<file path="src/rtl/core/mtspr_pkg.sv">
// shared types, constants and helpers for the tile and sprite pixel renderer
// no dependencies
`default_nettype none
package mtspr_pkg;
  localparam int VideoBytes = 8192;
  localparam int SpriteCount = 40;
  localparam int ScreenWidth = 160;
  localparam int ScreenHeight = 144;
  localparam int TableBytes = 4 * SpriteCount;
  localparam int VaW = $clog2(VideoBytes);
  localparam int SaW = $clog2(TableBytes);
  localparam int SiW = $clog2(SpriteCount);
  localparam logic [SiW-1:0] LastSprite = SiW'(SpriteCount - 1);

  localparam logic [1:0] OP_RENDER = 2'd0;
  localparam logic [1:0] OP_VWRITE = 2'd1;
  localparam logic [1:0] OP_SWRITE = 2'd2;

  localparam logic [2:0] REG_LCDC = 3'd0;
  localparam logic [2:0] REG_SCX = 3'd1;
  localparam logic [2:0] REG_SCY = 3'd2;
  localparam logic [2:0] REG_WX = 3'd3;
  localparam logic [2:0] REG_WY = 3'd4;
  localparam logic [2:0] REG_BGP = 3'd5;
  localparam logic [2:0] REG_OBP0 = 3'd6;
  localparam logic [2:0] REG_OBP1 = 3'd7;

  localparam logic [12:0] MapLow = 13'h1800;
  localparam logic [12:0] MapHigh = 13'h1C00;
  localparam logic [12:0] TileSigned = 13'h0800;

  // queued item between front and back
  typedef struct packed {
    logic [1:0] op;
    logic [12:0] addr;
    logic [7:0] data;
    logic [7:0] line;
    logic [7:0] column;
  } item_t;

  function automatic logic [1:0] map_shade(input logic [7:0] pal, input logic [1:0] dot);
    map_shade = pal[{dot, 1'b1} -: 2];
  endfunction
endpackage
`default_nettype wire

</file>
<file path="src/rtl/core/mtspr_front.sv">
// front end: accepts items, drops ones with no effect, two-entry queue
// depends on mtspr_pkg
`default_nettype none
module mtspr_front (
  input wire clk,
  input wire rst,
  input wire start,
  output logic busy,
  input wire [1:0] op,
  input wire [12:0] mem_addr,
  input wire [7:0] mem_data,
  input wire [7:0] line,
  input wire [7:0] column,
  output logic q_valid,
  output mtspr_pkg::item_t q_item,
  input wire q_pop
);
  mtspr_pkg::item_t slot [2];
  logic rd_ptr, wr_ptr;
  logic [1:0] count;
  logic keep, push;

  // renders off screen and unknown ops give nothing
  always_comb begin
    keep = (op == mtspr_pkg::OP_VWRITE) || (op == mtspr_pkg::OP_SWRITE) ||
           ((op == mtspr_pkg::OP_RENDER) && ({1'b0, line} < 9'(mtspr_pkg::ScreenHeight)) &&
            ({1'b0, column} < 9'(mtspr_pkg::ScreenWidth)));
  end

  assign busy = (count == 2'd2);
  assign push = start && !busy && keep;
  assign q_valid = (count != 2'd0);
  assign q_item = slot[rd_ptr];

  always_ff @(posedge clk) begin
    if (push) begin
      slot[wr_ptr] <= '{op: op, addr: mem_addr, data: mem_data, line: line, column: column};
    end
    if (rst) begin
      rd_ptr <= 1'b0;
      wr_ptr <= 1'b0;
      count <= 2'd0;
    end else begin
      if (push) wr_ptr <= ~wr_ptr;
      if (q_pop) rd_ptr <= ~rd_ptr;
      count <= count + {1'b0, push} - {1'b0, q_pop};
    end
  end

  a_no_overflow: assert property (@(posedge clk) disable iff (rst) count <= 2'd2)
    else $error("queue count out of range");
  a_pop_valid: assert property (@(posedge clk) disable iff (rst) q_pop |-> q_valid)
    else $error("pop from empty queue");
  a_full_busy: assert property (@(posedge clk) disable iff (rst)
    (count == 2'd2) |-> busy) else $error("full queue not busy");
endmodule
`default_nettype wire

</file>
<file path="config.mk">
export PLATFORM = sky130hd
export DESIGN_NAME = mtspr_front
export DESIGN_NICKNAME = d
export VERILOG_FILES = /design/src/rtl/core/mtspr_pkg.sv /design/src/rtl/core/mtspr_front.sv
export SDC_FILE = /design/constraint.sdc
export NUM_CORES = 1
export LEC_CHECK = 0
export BUFFER_PORTS_ARGS = -buffer_cell sky130_fd_sc_hd__buf_2
export CAP_MARGIN = 25
export CORE_MARGIN = 5
export CORE_UTILIZATION = 41
export CTS_BUF_LIST = sky130_fd_sc_hd__clkbuf_16
export DETAILED_ROUTE_END_ITERATION = 7
export MAX_ROUTING_LAYER = met4
export PLACE_DENSITY_LB_ADDON = 0.15
export SKIP_LAST_GASP = 1
export SYNTH_ARGS = -nofsm -noshare
export SYNTH_HDL_FRONTEND = slang
export SYNTH_SLANG_ARGS = --single-unit
</file>
<file path="constraint.sdc">
create_clock -name clk -period 8.3 [get_ports clk]
set_clock_uncertainty 0.1 [all_clocks]
set_input_delay 0.83 -clock clk [delete_from_list [all_inputs] [get_ports clk]]
set_output_delay 0.83 -clock clk [all_outputs]
set_load 0.005 [all_outputs]
</file>
==> key figures, run 1 <==
Logic synthesis
  – Post-synth EDFFs: 78
  – Post-synthesis mux area share: ~14%
  – Fraction of registers with async set/reset: 0%
  – Top cells by area, synth: edfxtp_1, mux2_2, dfxtp_1
  – XOR/XNOR share of the synthesized area: less than 1%
  – Synth cell count leaders: edfxtp_1, mux2_2, inv_1, dfxtp_1, nor2_1
  – Cells after Synth: between 150 and 200
  – Yosys top cell by area: edfxtp_1
  – Post-synthesis simple-gate area fraction: 2.06%
  – Most frequent cell after synthesis: edfxtp_1
  – Syn_nets: 200
  – Synth cell types: 21
  – Largest family of logic cells by synthesized area: multiplexers
  – Fraction of the yosys area taken by sequential cells: around four fifths
  – Primary FF master, synth: edfxtp_1
  – Flops & latches, synth: 83
  – Synth Area per Inst: approximately 20 um2
  – Post-Syn Area: around 0.0031 mm2
  – Yosys warns: 0
  – Synth top area share: between 70% and 80%
  – Area share of fa/ha/maj cells after synthesis: 1.21%
  – Post-synthesis compound-gate area fraction: approximately 1.1%

Setup path
  – WP buf/inv: 4
  – Worst path slowest cell: clkinv_1
  – Kind of start point of the critical path: input pin
  – Worst path top cell family by delay: buffers and inverters
  – CP Data Required Time: around 8.3 ns
  – Number of cells on the critical path: 7
  – Setup CP Type: in2reg
  – Worst-path cell chain: buf_2 > inv_1 > ha_1 > o311ai_1 > or3_4 > clkinv_1 > buf_4
  – Crit path DAT: between 2 and 3 ns
  – Setup crit end kind: register
  – Worst R2R Path Depth: 5
  – Crit path largest cell delay: around 0.6 ns
  – CP Max Fanout: 21

Final layout
  – Post-layout util: between 50 and 60%
  – Final nets: a little under 300
  – Area grow syn2layout: 26.4%
  – Antenna Cells: 0
  – Share of cells above drive strength 1: a little under three fifths

Global route
  – Total GRT Usage: approximately 13%
  – Pin count of the biggest net entering global routing: 40
  – Grt ovf: 0
  – Vias in the first global route: roughly 1800
  – Initial antenna violation count: 0
  – Global-route wire length before repair: 8940 um

Routing
  – WL/cell: between 15 and 20 um
  – Routed WL: around 5400 um
  – Number of remaining DRC errors: 0
  – Remaining antenna violation count: 0
  – Drt pass-1 iters: 5
  – Initial drt markers: 83
  – Via density: about 4.6
  – Via count: roughly 1600

Worst hold path
  – Hold Crit Depth: 2
  – Min-delay worst type: reg2reg

CTS
  – TritonCTS clock tree: yes
  – CTS clk-pin slew, worst paths: approximately 0.05 ns
  – Setup Fix Bufs, Post-CTS: 0
  – Cts hold-fix bufs: 0
  – # H-tree levels: 3
  – PostCTS Resize Cnt: 0
  – Root Buffer: clkbuf_16
  – Worst-Skew Late Latency: between 0.3 and 0.4 ns
  – Clock buffer depth: 2
  – Cts bufs inserted: 9
  – TritonCTS Sinks: between 80 and 90

Timing
  – Period Utilization, post-route: between 30% and 40%
  – Final min period: slightly above 3 ns
  – Slew @ Worst Pin: approximately 0.95 ns
  – Max Freq: between 0.3 and 0.4 GHz
  – Max Slew Vio Count: 0
  – Setup TNS: 0 ns
  – Rel. slew slack: 36.8%
  – Final setup viols: 0
  – RSZ-0062 raised after global routing: no
  – Final hold vios: 0

Outcome
  – Status: finished clean

Floorplanning
  – Chip width: 96.8 um
  – Die ar.: ~0.0094 mm2
  – Effective utilization at floorplan: about 42%
  – Top Ports: 84
  – Chip Height: around 97 um
  – Core Area: 0.00729 mm2
  – Row cnt: 31

Pwr
  – VDD IR-drop max: ~0.13 mV
  – PwrDens: about 250 mW/mm2
  – Leakage power figure: about 1.5 nW

Placement
  – DP HPWL: between 3000 and 4000 um
  – Final GP Congestion: roughly 0.71
  – Port Buffers: just over 80

Flow run
  – Max-cap violations: 0
## tightest hold or removal path: stages, from the launching register on
cell and delay (ns):
dfxtp_1 0.32, xnor2_1 0.08, nor2_1 0.07
## cells by family (layout without fill, tap and decap cells)
| group | Yosys count | after routing |
|---|---|---|
| AO/OA/AOI/OAI | 5 | 5 |
| XOR/XNOR | 3 | 3 |
| adder cells (fa/ha/maj) | 3 | 3 |
| buffers and inverters | 11 | 107 |
| flip-flops | 83 | 83 |
| multiplexers | 39 | 39 |
| AND/OR/NAND/NOR | 10 | 10 |
## metrics by stage
stage               total power, mW  std cells  hold WS, ns  instance area (um2)  setup WS [ns]
CTS                           0.987        349        0.422                 3910           5.20
floorplan                     0.570        154        0.380                 3090           4.62
global placement              0.621        334        0.396                 3630           4.96
detailed placement            0.623        334        0.407                 3630           4.87
finish                        0.972        349        0.412                 3910           5.28
global route                   1.02        349        0.460                 3910           5.03
## metal layers
layer	share of wire, %	vias up	GRT usage [%]
met5	0	-	-
met3	5.1	8	3.88
met1	44	789	14.7
met4	1.4	0	6.48
li1	-	775	-
met2	49	47	19.4
## where the power goes
part / total [mW] / switching, mW / internal (mW)
registers: 0.506 / 0.0144 / 0.491
clock network: 0.361 / 0.136 / 0.226
logic: 0.106 / 0.0491 / 0.0564
total: 0.972 / 0.199 / 0.773
## registers in the layout, summed over array words and instances, names as in the netlist, named ones only
name and flops:
wr_ptr 1, slot 78, rd_ptr 1, count 2
## final timing paths
path / startpoint / end / slack, ns
min reg2reg: rd_ptr$_SDFFE_PP0P_ / register / 0.41
max: op[0] / slot[0][6]$_DFFE_PP_ / 5.28
min: rd_ptr$_SDFFE_PP0P_ / register / 0.41
max reg2reg: count[0]$_SDFF_PP0_ / slot[0][6]$_DFFE_PP_ / 6.01
## cell type report
class,count,area [um2]
clock inverters,6,48.8
multi-input cells,60,607
clock buffers,9,225
repair buffers,85,430
flip-flops and latches,83,2440
fillers,638,3390
inverters,7,26.3
well taps,99,124
## layout by cell type (no fill, tap or decap), drive strengths merged, types with 2 or more instances in the layout
master / n
nor2: 4
clkinv: 5
ha: 3
o21ai: 2
xnor2: 2
dfxtp: 5
mux2: 39
buf: 85
inv: 7
a21oi: 2
clkbuf: 9
or2: 2
edfxtp: 78
Power figures use the tool's default switching activity.
==> run 2: changes to the inputs <==
==> constraint.sdc (replaced) <==
create_clock -name clk -period 2.5 [get_ports clk]
set_clock_uncertainty 0.1 [all_clocks]
set_input_delay 0.25 -clock clk [delete_from_list [all_inputs] [get_ports clk]]
set_output_delay 0.25 -clock clk [all_outputs]
set_load 0.005 [all_outputs]
==> key figures, run 2 (same netlist as run 1, synthesis figures left out) <==
Pwr
  – VDD IR-drop max: 0.430 mV (+230%)
  – PwrDens: 828 mW/mm2 (+230%)
  – Leakage power figure: 1.55 nW (+5.2%)

Worst hold path
  – Hold path startpoint: mem_addr[10]
  – Min-delay worst type: in2reg

Setup path
  – Crit path DAT: 1.66 ns (-1.31 ns)
  – CP Data Required Time: 2.15 ns (-6.10 ns)
  – CP Max Fanout: 24 (+14%)
  – Worst-path cell chain: buf_12 > mux2_2 > buf_2
  – Crit path largest cell delay: 0.60 ns (about the same)
  – RR Startpoint: count[0]$_SDFF_PP0_
  – Kind of start point of the critical path: register
  – Setup CP Type: reg2out
  – Setup crit end kind: output pin
  – Worst path slowest cell: dfxtp_2

CTS
  – TritonCTS Sinks: 83 (unchanged)
  – Worst-Skew Late Latency: 0.32 ns (about the same)
  – Clock buffer depth: 2 (unchanged)
  – # H-tree levels: 3 (unchanged)
  – PostCTS Resize Cnt: 0 (unchanged)
  – Setup Fix Bufs, Post-CTS: 0 (unchanged)
  – TritonCTS clock tree: yes
  – CTS clk-pin slew, worst paths: 0.06 ns (about the same)
  – Root Buffer: clkbuf_16
  – Cts bufs inserted: 9 (unchanged)

Timing
  – Final setup viols: 0 (unchanged)
  – Slew @ Worst Pin: 0.435 ns (-0.512 ns)
  – RSZ-0062 raised after global routing: no
  – Rel. slew slack: 71.0% (+34 points)
  – Final hold vios: 0 (unchanged)
  – Setup TNS: 0 ns (unchanged)
  – Final min period: around 2.0 ns
  – Max Freq: between 0.4 and 0.5 GHz
  – Period Utilization, post-route: between 80% and 90%
  – Max Slew Vio Count: 0 (unchanged)

Final layout
  – Final nets: 304 (+4.1%)
  – Share of cells above drive strength 1: 55.0% (-0.24 points)
  – Design area: 0.00410 mm2 (+5.1%)
  – Most common cell after layout, fill and taps aside: buf_2
  – Reg with most FFs: slot
  – Max reg flops: 78 (unchanged)
  – Fillers: 618 (-3.1%)
  – Antenna Cells: 0 (unchanged)
  – Post-layout util: 56.3% (+2.7 points)
  – Area grow syn2layout: 32.8%
  – Most frequent cells in the layout: buf_2, edfxtp_1, mux2_2, dlygate4sd3_1, clkbuf_16
  – Top Registers: slot: 78 flops, count: 2 flops

Floorplanning
  – Top Ports: 84 (unchanged)
  – Chip Height: 96.8 um (unchanged)
  – Effective utilization at floorplan: 42.4% (unchanged)
  – Row cnt: 31 (unchanged)
  – Core Area: 0.00729 mm2 (unchanged)
  – Die ar.: 0.00937 mm2 (unchanged)
  – Chip width: 96.8 um (unchanged)

Placement
  – Final GP Congestion: 0.672 (-4.7%)
  – Placed inst area: 0.00370 mm2 (+1.8%)
  – DP HPWL: 3560 um (-1.8%)
  – Port Buffers: 83 (unchanged)

Global route
  – Initial antenna violation count: 0 (unchanged)
  – Total GRT Usage: 12.5% (-0.057 points)
  – Pin count of the biggest net entering global routing: 40 (unchanged)
  – Global-route wire length before repair: 8780 um (-1.8%)
  – Global Route met3 Usage: 3.74% (-0.14 points)
  – Met1 usage: 13.7% (-1.0 points)
  – Met2 usage: 20.3% (+0.90 points)
  – Grt ovf: 0 (unchanged)
  – Layer with the highest usage: met2
  – Vias in the first global route: 1787 (-1.4%)

Routing
  – Drt pass-1 iters: 4 (-1)
  – Via density: 4.67 (+0.68%)
  – Initial drt markers: 40 (-52%)
  – Number of remaining DRC errors: 0 (unchanged)
  – Via count: 1686 (+4.1%)
  – WL/cell: 14.9 um (-3.8%)
  – Routed WL: 5390 um (-0.46%)
  – Remaining antenna violation count: 0 (unchanged)

Outcome
  – Status: finished clean

Flow run
  – Max-cap violations: 0 (unchanged)
## run 2: cell count changes in the layout (fill, tap and decap cells not counted)
cell / previous run / this run
buf_12: 0 / 4
buf_4: 2 / 0
bufinv_16: 1 / 2
clkinv_1: 5 / 2
clkinv_2: 0 / 2
clkinvlp_4: 0 / 1
dlygate4sd3_1: 0 / 10
inv_1: 7 / 6
## run 2: worst max-delay path, delay by kind of cell, from the launching register on
| kind | cells | cell delay [ns] |
|---|---|---|
| buffers and inverters | 2 | 0.38 |
| flip-flops | 1 | 0.60 |
| multiplexers | 1 | 0.36 |
## run 2: final cells by class
cell class	count	area [um2]	area share, %
clock buffers	9	225	5.49
clock inverters	6	81.3	1.98
inverters	7	26.3	0.640
multi-input cells	60	607	14.8
flip-flops and latches	83	2440	59.6
well taps	99	124	3.02
repair buffers	97	596	14.5
## run 2: through the flow
stage	cells	setup slack [ns]	power (mW)	hold slack [ns]
floorplan	154	0.0485	1.89	0.212
global route	361	0.255	3.56	0.000517
CTS	360	0.427	3.45	0.000153
detailed placement	336	0.160	2.09	0.342
global placement	336	0.234	2.08	0.339
finish	361	0.485	3.40	0.0144
## run 2: worst paths after layout
path	endpoint	slack, ns	cells after the start
worst max-delay path	q_item[38]	0.49	3
worst min-delay path	slot[1][34]$_DFFE_PP_	0.01	1
worst max register to register	count[1]$_SDFF_PP0_	0.57	9
worst min register to register	wr_ptr$_SDFFE_PP0P_	0.42	2
## run 2: repair_timing
action,4_1_cts,5_1_grt
endpoints found under the hold margin,18,2
setup endpoints to repair,0,0
hold buffers,9,1
## run 2: report_power, final
group          internal (mW)  leakage, nW  switching [mW]
clock network          0.860        0.149           0.477
registers               1.63        0.754          0.0356
logic                  0.214        0.644           0.179
total                   2.70         1.55           0.692
## run 2: layer usage
| metal | vias up | part of all wire (%) |
|---|---|---|
| met3 | 12 | 5.4 |
| met2 | 48 | 51 |
| li1 | 800 | - |
| met5 | - | 0 |
| met1 | 826 | 41 |
| met4 | 0 | 2.5 |
==> run 3: changes to the inputs <==
--- a/config.mk
+++ b/config.mk
@@ -5,6 +5,7 @@
 export SDC_FILE = /design/constraint.sdc
 export NUM_CORES = 1
 export LEC_CHECK = 0
+export ABC_AREA = 1
 export BUFFER_PORTS_ARGS = -buffer_cell sky130_fd_sc_hd__buf_2
 export CAP_MARGIN = 25
 export CORE_MARGIN = 5
==> constraint.sdc (replaced) <==
create_clock -name clk -period 1.8 [get_ports clk]
set_clock_uncertainty 0.1 [all_clocks]
set_input_delay 0.18 -clock clk [delete_from_list [all_inputs] [get_ports clk]]
set_output_delay 0.18 -clock clk [all_outputs]
set_load 0.005 [all_outputs]
==> key figures, run 3 <==
Outcome
  – Status: finished clean

Floorplanning
  – Row cnt: 32 (+3.2%)
  – Die ar.: 0.00954 mm2 (+1.7%)
  – Effective utilization at floorplan: 41.4% (-0.97 points)
  – Chip Height: 97.7 um (+0.87%)
  – Chip width: 97.7 um (+0.87%)
  – Top Ports: 84 (unchanged)
  – Core Area: 0.00761 mm2 (+4.3%)

Logic synthesis
  – Yosys top cell by area: edfxtp_1
  – Cells after Synth: 165 (+7.1%)
  – Most frequent cell after synthesis: edfxtp_1
  – Top cells by area, synth: edfxtp_1, mux2_2, mux2_4
  – Yosys warns: 0 (unchanged)
  – Primary FF master, synth: edfxtp_1
  – Synth cell types: 16 (-24%)
  – Post-synth EDFFs: 78 (unchanged)
  – Fraction of registers with async set/reset: 0% (unchanged)
  – Post-Syn Area: 0.00315 mm2 (+1.9%)
  – Syn_nets: 211 (+5.5%)
  – Synth top area share: 74.3% (-1.4 points)
  – Flops & latches, synth: 83 (unchanged)
  – Fraction of the yosys area taken by sequential cells: 77.5% (-1.5 points)
  – Synth Area per Inst: 19.1 um2 (-4.9%)
  – Synth cell count leaders: edfxtp_1, mux2_2, inv_1, nor2_1, mux2_4

Global route
  – Total GRT Usage: 12.7% (+0.20 points)
  – Pin count of the biggest net entering global routing: 40 (unchanged)
  – Vias in the first global route: 2006 (+12%)
  – Grt ovf: 0 (unchanged)
  – Initial antenna violation count: 0 (unchanged)
  – Global-route wire length before repair: 9220 um (+5.0%)

Final layout
  – Design area: 0.00450 mm2 (+9.6%)
  – Max reg flops: 78 (unchanged)
  – Post-layout util: 59.1% (+2.8 points)
  – Antenna Cells: 0 (unchanged)
  – Area grow syn2layout: 42.7%
  – Top Registers: slot: 78 flops, count: 2 flops
  – Final nets: 350 (+15%)
  – Most common cell after layout, fill and taps aside: buf_2
  – Most frequent cells in the layout: buf_2, edfxtp_1, dlygate4sd3_1, mux2_2
  – Share of cells above drive strength 1: 50.2% (-4.8 points)
  – Reg with most FFs: slot

Setup path
  – CP Data Required Time: 1.52 ns (-0.63 ns)
  – CP Max Fanout: 39 (+63%)
  – Setup crit end kind: output pin
  – Kind of start point of the critical path: register
  – Setup CP Type: reg2out
  – Crit path DAT: 1.42 ns (-0.24 ns)

Timing
  – Setup WS post-layout: 0.0966 ns (-0.389 ns)
  – RSZ-0062 raised after global routing: no
  – Rel. slew slack: 83.0% (+12 points)
  – Final min period: between 1.5 and 2 ns
  – Max Freq: about 0.59 GHz
  – Final setup viols: 0 (unchanged)
  – Slew @ Worst Pin: 0.255 ns (-0.181 ns)
  – Fin Hold WS: 0.0410 ns (+0.0267 ns)
  – Period Utilization, post-route: around 95%
  – Max Slew Vio Count: 0 (unchanged)
  – Final hold vios: 0 (unchanged)

Pwr
  – PwrDens: 1040 mW/mm2 (+25%)
  – Leakage power figure: 1.77 nW (+14%)
  – VDD IR-drop max: 0.590 mV (+37%)

Routing
  – WL/cell: 13.5 um (-9.5%)
  – Via density: 4.44 (-5.0%)
  – Routed WL: 5550 um (+3.0%)
  – Number of remaining DRC errors: 0 (unchanged)
  – Max layer used: met4
  – Via count: 1823 (+8.1%)
  – Met2 WL: 2940 um (+7.5%)
  – Met3 wire len: 279 um (-4.5%)
  – Initial drt markers: 47 (+18%)
  – Drt pass-1 iters: 4 (unchanged)
  – WL met1: 2250 um (+0.94%)
  – Remaining antenna violation count: 0 (unchanged)

CTS
  – Clock buffer depth: 2 (unchanged)
  – Root Buffer: clkbuf_16
  – Cts bufs inserted: 9 (unchanged)
  – Worst-Skew Late Latency: 0.32 ns (about the same)
  – TritonCTS clock tree: yes
  – # H-tree levels: 3 (unchanged)
  – CTS clk-pin slew, worst paths: 0.06 ns (about the same)
  – TritonCTS Sinks: 83 (unchanged)

Placement
  – Placed inst area: 0.00379 mm2 (+2.7%)
  – DP HPWL: 3650 um (+2.5%)
  – Worst setup slack after placement: -0.0750 ns (-0.235 ns)
  – Port Buffers: 83 (unchanged)
  – Final GP Congestion: 0.739 (+10%)

Worst hold path
  – Min-delay worst type: in2reg

Flow run
  – Max-cap violations: 0 (unchanged)
run 3: cell types whose count changed after synthesis, moves of 3 or more:
cell,previous run,this run
mux2_4,0,10
mux2_2,36,29
nor2_1,4,11
nand2_1,0,6
inv_1,7,12
buf_2,3,0
mux2_1,3,0
run 3: cells by family after synthesis:
kind of cell | share of synthesized area (%)
flip-flops | 77.5
multiplexers | 15.1
AO/OA/AOI/OAI | 0.476
buffers and inverters | 2.74
XOR/XNOR | 0.556
AND/OR/NAND/NOR | 2.38
adder cells (fa/ha/maj) | 1.19
run 3: metrics by stage:
| step | TNS (ns) | total power [mW] | cells |
|---|---|---|---|
| 6_report | 0 | 4.67 | 411 |
| 5_1_grt | 0 | 4.89 | 411 |
| 4_1_cts | 0 | 4.72 | 409 |
| 3_5_place_dp | -0.0750 | 2.90 | 355 |
| 3_3_place_gp | -0.0134 | 2.89 | 355 |
| 2_1_floorplan | 0 | 2.62 | 165 |
run 3: routing by layer:
metal  vias up  track usage, %
met1       875            13.3
met3         9            3.73
met2        46            21.9
met4         0            5.86
li1        893               -
met5         -               -
run 3: layout make-up:
type                    count  area, um2
fillers                   623       3110
inverters                  12       48.8
clock buffers               9        225
multi-input cells          66        642
clock inverters             7       68.8
flip-flops and latches     83       2440
repair buffers            132        941
well taps                 102        128
run 3: worst paths after layout:
kind                                          start               endpoint  slack, ns  cells after the start
worst max-delay path                       register              q_item[6]        0.1                      3
worst min-delay path                          op[0]  slot[1][37]$_DFFE_PP_       0.04                      2
worst max register to register  count[1]$_SDFF_PP0_  slot[0][19]$_DFFE_PP_       0.14                      8
worst min register to register  count[1]$_SDFF_PP0_    count[1]$_SDFF_PP0_       0.39                      2
run 3: timing repair:
action / CTS / global route
endpoints found under the setup margin: 1 / 1
setup buffers: 0 / 2
pin swaps: 0 / 3
gates resized for setup: 1 / 4
hold buffers: 38 / 0
hold endpoints to repair: 77 / 0
run 3: critical path, stage by stage, from the launching register on:
cell,delay (ns)
dfxtp_2,0.34
buf_12,0.24
mux2_2,0.37
buf_2,0.14
run 3: power breakdown:
group / total, mW / internal, mW / switching, mW
combinational: 0.635 / 0.363 / 0.272
clock: 1.75 / 1.07 / 0.678
sequential: 2.29 / 2.26 / 0.0319
